--- config.mk ---
export PLATFORM = sky130hd
export DESIGN_NAME = gf2_matvec_popcount_mod3
export DESIGN_NICKNAME = d
export VERILOG_FILES = /design/src/rtl/core/gmvp_pkg.sv /design/src/rtl/core/gmvp_lane.sv /design/src/rtl/core/gmvp_merge.sv /design/src/rtl/core/gf2_matvec_popcount_mod3.sv
export SDC_FILE = /design/constraint.sdc
export NUM_CORES = 1
export LEC_CHECK = 0
export ABC_AREA = 0
export BUFFER_PORTS_ARGS = -buffer_cell sky130_fd_sc_hd__buf_2
export CAP_MARGIN = 25
export CORE_ASPECT_RATIO = 1.4
export CORE_UTILIZATION = 35
export CTS_CLUSTER_DIAMETER = 150
export DETAILED_ROUTE_END_ITERATION = 8
export PLACE_DENSITY_LB_ADDON = 0.15
export SETUP_SLACK_MARGIN = 0.02
export SYNTH_ARGS = -nofsm -noshare
export SYNTH_HDL_FRONTEND = slang
export SYNTH_SLANG_ARGS = --single-unit
export TNS_END_PERCENT = 1
--- constraint.sdc ---
create_clock -name clk_i -period 11.62 [get_ports clk_i]
set_clock_uncertainty 0.05 [all_clocks]
set_input_delay 1.162 -clock clk_i [delete_from_list [all_inputs] [get_ports clk_i]]
set_output_delay 1.162 -clock clk_i [all_outputs]
set_load 0.01 [all_outputs]
--- src/rtl/core/gmvp_pkg.sv ---
// gmvp_pkg: shared types, constants and mod-3 helpers for gf2_matvec_popcount_mod3
// no dependencies
package gmvp_pkg;

  localparam int unsigned KeyFields  = 4;
  localparam int unsigned WordWidth  = 64;
  localparam int unsigned CountWidth = 7;

  typedef logic [WordWidth-1:0]  word_t;
  typedef logic [CountWidth-1:0] count_t;
  typedef logic [1:0]            res_t;

  typedef struct packed {
    logic acc_en;
    logic clr;
    logic snap_en;
    logic res_en;
  } lane_ctrl_t;

  // count (0..64) modulo 3: even weights are 1, odd weights are 2 mod 3
  function automatic res_t mod3_of_count(count_t c);
    logic [3:0] s;
    s = 4'(c[0]) + 4'(c[2]) + 4'(c[4]) + 4'(c[6])
      + {3'(c[1]) + 3'(c[3]) + 3'(c[5]), 1'b0};
    if (s >= 4'd6) s = s - 4'd6;
    if (s >= 4'd3) s = s - 4'd3;
    return s[1:0];
  endfunction

  function automatic res_t add_mod3(res_t a, res_t b);
    logic [2:0] s;
    s = {1'b0, a} + {1'b0, b};
    if (s >= 3'd3) s = s - 3'd3;
    return s[1:0];
  endfunction

endpackage

--- src/rtl/core/gmvp_lane.sv ---
// gmvp_lane: one 64-bit accumulator row word, its snapshot and its popcount residue
// depends on gmvp_pkg
module gmvp_lane (
  input  logic                  clk_i,
  input  logic                  rst_ni,
  input  gmvp_pkg::lane_ctrl_t  ctrl_i,
  input  gmvp_pkg::word_t       key_word_i,
  output gmvp_pkg::res_t        res_o
);
  import gmvp_pkg::*;

  word_t acc_q, acc_d, acc_next;
  word_t snap_q;
  res_t  res_q;
  count_t cnt;

  assign acc_next = acc_q ^ (ctrl_i.acc_en ? key_word_i : '0);
  assign acc_d    = ctrl_i.clr ? '0 : acc_next;
  assign cnt      = CountWidth'($countones(snap_q));

  always_ff @(posedge clk_i or negedge rst_ni) begin
    if (!rst_ni) begin
      acc_q <= '0;
    end else begin
      acc_q <= acc_d;
    end
  end

  always_ff @(posedge clk_i) begin
    if (ctrl_i.snap_en) begin
      snap_q <= acc_next;
    end
    if (ctrl_i.res_en) begin
      res_q <= mod3_of_count(cnt);
    end
  end

  assign res_o = res_q;

endmodule

--- src/rtl/core/gmvp_merge.sv ---
// gmvp_merge: sums the lane residues modulo 3 into the output register
// depends on gmvp_pkg
module gmvp_merge #(
  parameter int unsigned ROW_WORDS = 4
) (
  input  logic                      clk_i,
  input  logic                      rst_ni,
  input  logic                      valid_i,
  output logic                      ready_o,
  input  logic [ROW_WORDS-1:0][1:0] lane_res_i,
  output logic                      out_valid_o,
  input  logic                      out_ready_i,
  output gmvp_pkg::res_t            residue_o
);
  import gmvp_pkg::*;

  logic out_valid_q, out_valid_d;
  res_t residue_q;
  res_t sum;

  always_comb begin
    sum = '0;
    for (int unsigned i = 0; i < ROW_WORDS; i++) begin
      sum = add_mod3(sum, lane_res_i[i]);
    end
  end

  assign ready_o = !out_valid_q || out_ready_i;

  always_comb begin
    out_valid_d = out_valid_q;
    if (valid_i && ready_o) begin
      out_valid_d = 1'b1;
    end else if (out_ready_i) begin
      out_valid_d = 1'b0;
    end
  end

  always_ff @(posedge clk_i or negedge rst_ni) begin
    if (!rst_ni) begin
      out_valid_q <= 1'b0;
    end else begin
      out_valid_q <= out_valid_d;
    end
  end

  always_ff @(posedge clk_i) begin
    if (valid_i && ready_o) begin
      residue_q <= sum;
    end
  end

  assign out_valid_o = out_valid_q;
  assign residue_o   = residue_q;

endmodule

--- src/rtl/core/gf2_matvec_popcount_mod3.sv ---
// gf2_matvec_popcount_mod3: top level, lane array plus merge stage
// depends on gmvp_pkg, gmvp_lane, gmvp_merge
//
//  channel | signals                                          | direction
//  in      | in_valid_i/in_ready_o, select_bit_i, key_word_*_i, | sink
//          | last_column_i                                     |
//  out     | out_valid_o/out_ready_i, residue_o                | source
//
// one column item per cycle unless a last item is stalled; each lane xors its key
// word into its row word when select_bit_i is set; an accepted last item's result
// goes through snapshot, lane popcount residue and merge into the output register
// reset clears the accumulator and all stage valids
// a stalled output only holds back the input when a last item finds all stages full
module gf2_matvec_popcount_mod3 #(
  parameter int unsigned ROW_WORDS = 4
) (
  input  logic                   clk_i,
  input  logic                   rst_ni,
  input  logic                   in_valid_i,
  output logic                   in_ready_o,
  input  logic                   select_bit_i,
  input  logic [63:0]            key_word_0_i,
  input  logic [63:0]            key_word_1_i,
  input  logic [63:0]            key_word_2_i,
  input  logic [63:0]            key_word_3_i,
  input  logic                   last_column_i,
  output logic                   out_valid_o,
  input  logic                   out_ready_i,
  output logic [1:0]             residue_o
);
  import gmvp_pkg::*;

  word_t                     key_words [KeyFields];
  logic [ROW_WORDS-1:0][1:0] lane_res;
  lane_ctrl_t                ctrl;
  logic in_fire, s1_ready, s2_ready;
  logic s1_valid_q, s1_valid_d, s2_valid_q, s2_valid_d;

  assign key_words[0] = key_word_0_i;
  assign key_words[1] = key_word_1_i;
  assign key_words[2] = key_word_2_i;
  assign key_words[3] = key_word_3_i;

  assign s1_ready   = !s2_valid_q || s2_ready;
  assign in_ready_o = !s1_valid_q || s1_ready || !last_column_i;
  assign in_fire    = in_valid_i && in_ready_o;

  assign ctrl.acc_en  = in_fire && select_bit_i;
  assign ctrl.clr     = in_fire && last_column_i;
  assign ctrl.snap_en = in_fire && last_column_i;
  assign ctrl.res_en  = s1_valid_q && s1_ready;

  always_comb begin
    s1_valid_d = s1_valid_q;
    if (ctrl.snap_en) begin
      s1_valid_d = 1'b1;
    end else if (s1_ready) begin
      s1_valid_d = 1'b0;
    end
    s2_valid_d = s2_valid_q;
    if (ctrl.res_en) begin
      s2_valid_d = 1'b1;
    end else if (s2_ready) begin
      s2_valid_d = 1'b0;
    end
  end

  always_ff @(posedge clk_i or negedge rst_ni) begin
    if (!rst_ni) begin
      s1_valid_q <= 1'b0;
      s2_valid_q <= 1'b0;
    end else begin
      s1_valid_q <= s1_valid_d;
      s2_valid_q <= s2_valid_d;
    end
  end

  for (genvar g = 0; g < ROW_WORDS; g++) begin : g_lane
    word_t lane_key;
    if (g < KeyFields) begin : g_key
      assign lane_key = key_words[g];
    end else begin : g_nokey
      assign lane_key = '0;
    end
    gmvp_lane u_lane (
      .clk_i      (clk_i),
      .rst_ni     (rst_ni),
      .ctrl_i     (ctrl),
      .key_word_i (lane_key),
      .res_o      (lane_res[g])
    );
  end

  gmvp_merge #(
    .ROW_WORDS (ROW_WORDS)
  ) u_merge (
    .clk_i       (clk_i),
    .rst_ni      (rst_ni),
    .valid_i     (s2_valid_q),
    .ready_o     (s2_ready),
    .lane_res_i  (lane_res),
    .out_valid_o (out_valid_o),
    .out_ready_i (out_ready_i),
    .residue_o   (residue_o)
  );

`ifndef SYNTHESIS
  // a last item never overwrites an unconsumed snapshot
  assert property (@(posedge clk_i) disable iff (!rst_ni)
    ctrl.snap_en |-> (!s1_valid_q || s1_ready))
    else $error("snapshot overwritten");

  // a last item's snapshot is held in the next cycle
  assert property (@(posedge clk_i) disable iff (!rst_ni)
    ctrl.snap_en |=> s1_valid_q)
    else $error("snapshot valid lost");

  // lane residues move on only when the merge stage is free
  assert property (@(posedge clk_i) disable iff (!rst_ni)
    (s2_valid_q && !s2_ready) |=> (s2_valid_q && $stable(lane_res)))
    else $error("lane residues changed while stalled");

  // residue is always reduced
  assert property (@(posedge clk_i) disable iff (!rst_ni)
    out_valid_o |-> (residue_o != 2'd3))
    else $error("residue not reduced");
`endif

endmodule

==> results.yml <==
critical_path:
  critPathSlowestCell: "fa_1"
  crit_start: "g_lane[1].u_lane.snap_q[32]"
  r2r-start: "g_lane[1].u_lane.snap_q[32]"
  endpoint_kind: "register"
  cpMostUsedCell: "fa_1"
  cp_max_fo: 4
  critical-path-max-stage-delay_ns: 0.57
  crit_type: "reg -> reg"
  critPathLaunchType: "register"
  worst_ep_required_time_ns: 11.96
  crit_arrival_ns: 8.86
timing:
  final.min_clock_period_ns: 8.52
  maxSlewHeadroom_pct: 29.4
  post-route-period-util_pct: 73.3
  whs_ns: 0.441
  final-hold-violation-count: 0
  setup_viol: 0
  final.setup.tns_ns: 0
  fmax_mhz: 117
  worstMarginPinSlew_ns: 1.06
  grt_setup_unrepaired: "false"
  slew_violations: 0
clock_tree:
  cts_buffers: 59
  clock-sinks: 525
  postCtsSetupRepairBufs: 0
  htreeDepth: 2
  cts_tree: "yes"
  clk_pin_slew_ns: 0.06
  cts.repair.resized: 0
  clock_latency_ns: 0.63
  cts-root-buf: "clkbuf_16"
  hold_buffers: 0
  clockBufferDepth: 3
detailed_routing:
  ant_nets: 0
  drc_errors: 0
  routed_wirelength_um: 81900
  wl_per_cell_um: 16.7
  vias_per_cell: 4.86
  dr.pass1.iters: 5
  route.vias.total: 23783
  drt_iter0_markers: 1354
grt:
  grt_max_degree: 213
  antenna_found_initial: 21
  track_usage_pct: 16.3
  grt_overflow: 0
  grt_pass1_wl_um: 133000
  grt_pass1_vias: 24277
synth:
  ys_warn_count: 0
  synth-edff-count: 266
  syn_avg_cell_area_sq_um: 10.5
  yosysSeqAreaShare_pct: 40.9
  syn_inst: 3355
  syn_nets: 4074
  syn_area_sq_um: 35400
  dominantRegCellSynth: "edfxtp_1"
  synth_seq_cells: 525
  synthArstFlopShare_pct: 49.3
  ys_types: 42
layout:
  layout_common_cells: "inv_1 (509), edfxtp_1 (266), nand2_1 (264)"
  utilization_pct: 39.8
  syn_to_final_growth_pct: 12.5
  fillers: 9791
  layout.nets: 4237
  fin_cells: 4894
  mostFrequentLayoutCell: "inv_1"
  drive_gt1_share_pct: 10.9
die:
  die_x_um: 271
  fp.coreArea_sq_um: 99900
  start_util_pct: 35.4
  ios: 266
  die-height_um: 378
  row_count: 137
  die-area_sq_um: 102000
placement:
  gp_congestion: 0.792
  hpwlAfterDp_um: 56000
  io_buffers: 265
  place_inst: 4776
outcome:
  status: "completed"
hold_path:
  min_from: "g_lane[1].u_lane.acc_q[3]"
  min_path_type: "reg -> reg"
job:
  maxCapViolCount: 0
kinds of logic (layout without fill, tap and decap cells):
logic type,count (synthesis),after routing,share of synthesized area (%)
buf+inv,693,906,7.98
other cells,0,6,0
mux,3,3,0.0885
fa+ha+maj,457,457,21.6
xor+xnor,281,281,7.00
simple gates,832,832,11.4
flops,525,525,40.9
compound gates,564,564,11.0
synth_stat cells (2+ instances only):
master	number	area share [%]
or3_1	2	0.035
a21o_1	7	0.15
nand2_1	264	2.8
a221o_1	127	3.6
a21oi_1	136	1.9
nor2b_1	137	2.4
xor2_1	137	3.4
o31ai_1	129	2.7
fa_1	255	14
and2_1	7	0.12
o311ai_0	4	0.099
mux2i_1	2	0.057
xnor2_1	143	3.5
buf_2	43	0.61
dfrtp_1	259	18
a41oi_1	4	0.099
ha_1	202	7.1
nor3_1	7	0.099
nor2_1	140	1.5
o21ai_0	139	2.0
o21a_1	3	0.064
buf_6	17	0.54
clkbuf_1	97	1.0
o21bai_1	2	0.042
nand2b_1	12	0.21
o211ai_1	3	0.064
edfxtp_1	266	23
o311a_1	3	0.085
and3_1	3	0.053
buf_1	17	0.18
nor4_1	127	2.2
buf_4	10	0.21
a211oi_1	4	0.085
inv_1	509	5.4
nand3_1	131	1.9
registers in the layout, indices dropped and copies added, names as in the netlist:
| signal | cells |
|---|---|
| s2_valid_q | 1 |
| g_lane.u_lane.snap_q | 256 |
| s1_valid_q | 1 |
| u_merge.out_valid_o | 1 |
| u_merge.residue_o | 2 |
| g_lane.u_lane.acc_q | 256 |
| g_lane.u_lane.res_o | 8 |
through the flow:
stage          setup slack [ns]  area, sq um
2_1_floorplan              3.07        35400
3_5_place_dp               3.11        37600
6_report                   3.10        39800
5_1_grt                    2.65        39800
4_1_cts                    3.08        39700
3_3_place_gp               3.14        37600
cell type report:
type	count	area (sq um)	share of cell area, %
Tap cell	1320	1650	4.15
Multi-Input combinational cell	2137	18100	45.5
Clock inverter	35	437	1.10
Clock buffer	76	1640	4.13
Sequential cell	525	14500	36.4
Antenna cell	6	15.0	0.0378
Inverter	509	1910	4.80
Timing Repair Buffer	286	1560	3.92
layer usage:
| metal | track usage [%] | routed length [um] |
|---|---|---|
| met1 | 21.4 | 36600 |
| met2 | 27.5 | 39500 |
| met3 | 3.01 | 3790 |
| met4 | 4.26 | 1890 |
| met5 | 0 | 142 |
critical path: cells and delay by family (launching register included):
family | cells | cell delay, ns
AO/OA/AOI/OAI | 4 | 0.98
adder cells (fa/ha/maj) | 13 | 5.48
buffers and inverters | 7 | 0.41
multiplexers | 1 | 0.34
flip-flops | 1 | 0.37
XOR/XNOR | 1 | 0.09
AND/OR/NAND/NOR | 4 | 0.56
worst paths after layout:
check / to / slack (ns) / cells after the start
min reg2reg: g_lane[1].u_lane.acc_q[3] / 0.44 / 1
max: g_lane[1].u_lane.res_o[1] / 3.10 / 30
max reg2reg: g_lane[1].u_lane.res_o[1] / 3.10 / 30
min: g_lane[1].u_lane.acc_q[3] / 0.44 / 1
min in group asynchronous: g_lane[3].u_lane.acc_q[21] / 0.46 / 1
max in group asynchronous: g_lane[2].u_lane.acc_q[45] / 9.11 / 3
Power is left out: the tool's default activity adds up to more than one toggle a clock period on the data nets, which glitch-free logic cannot reach.
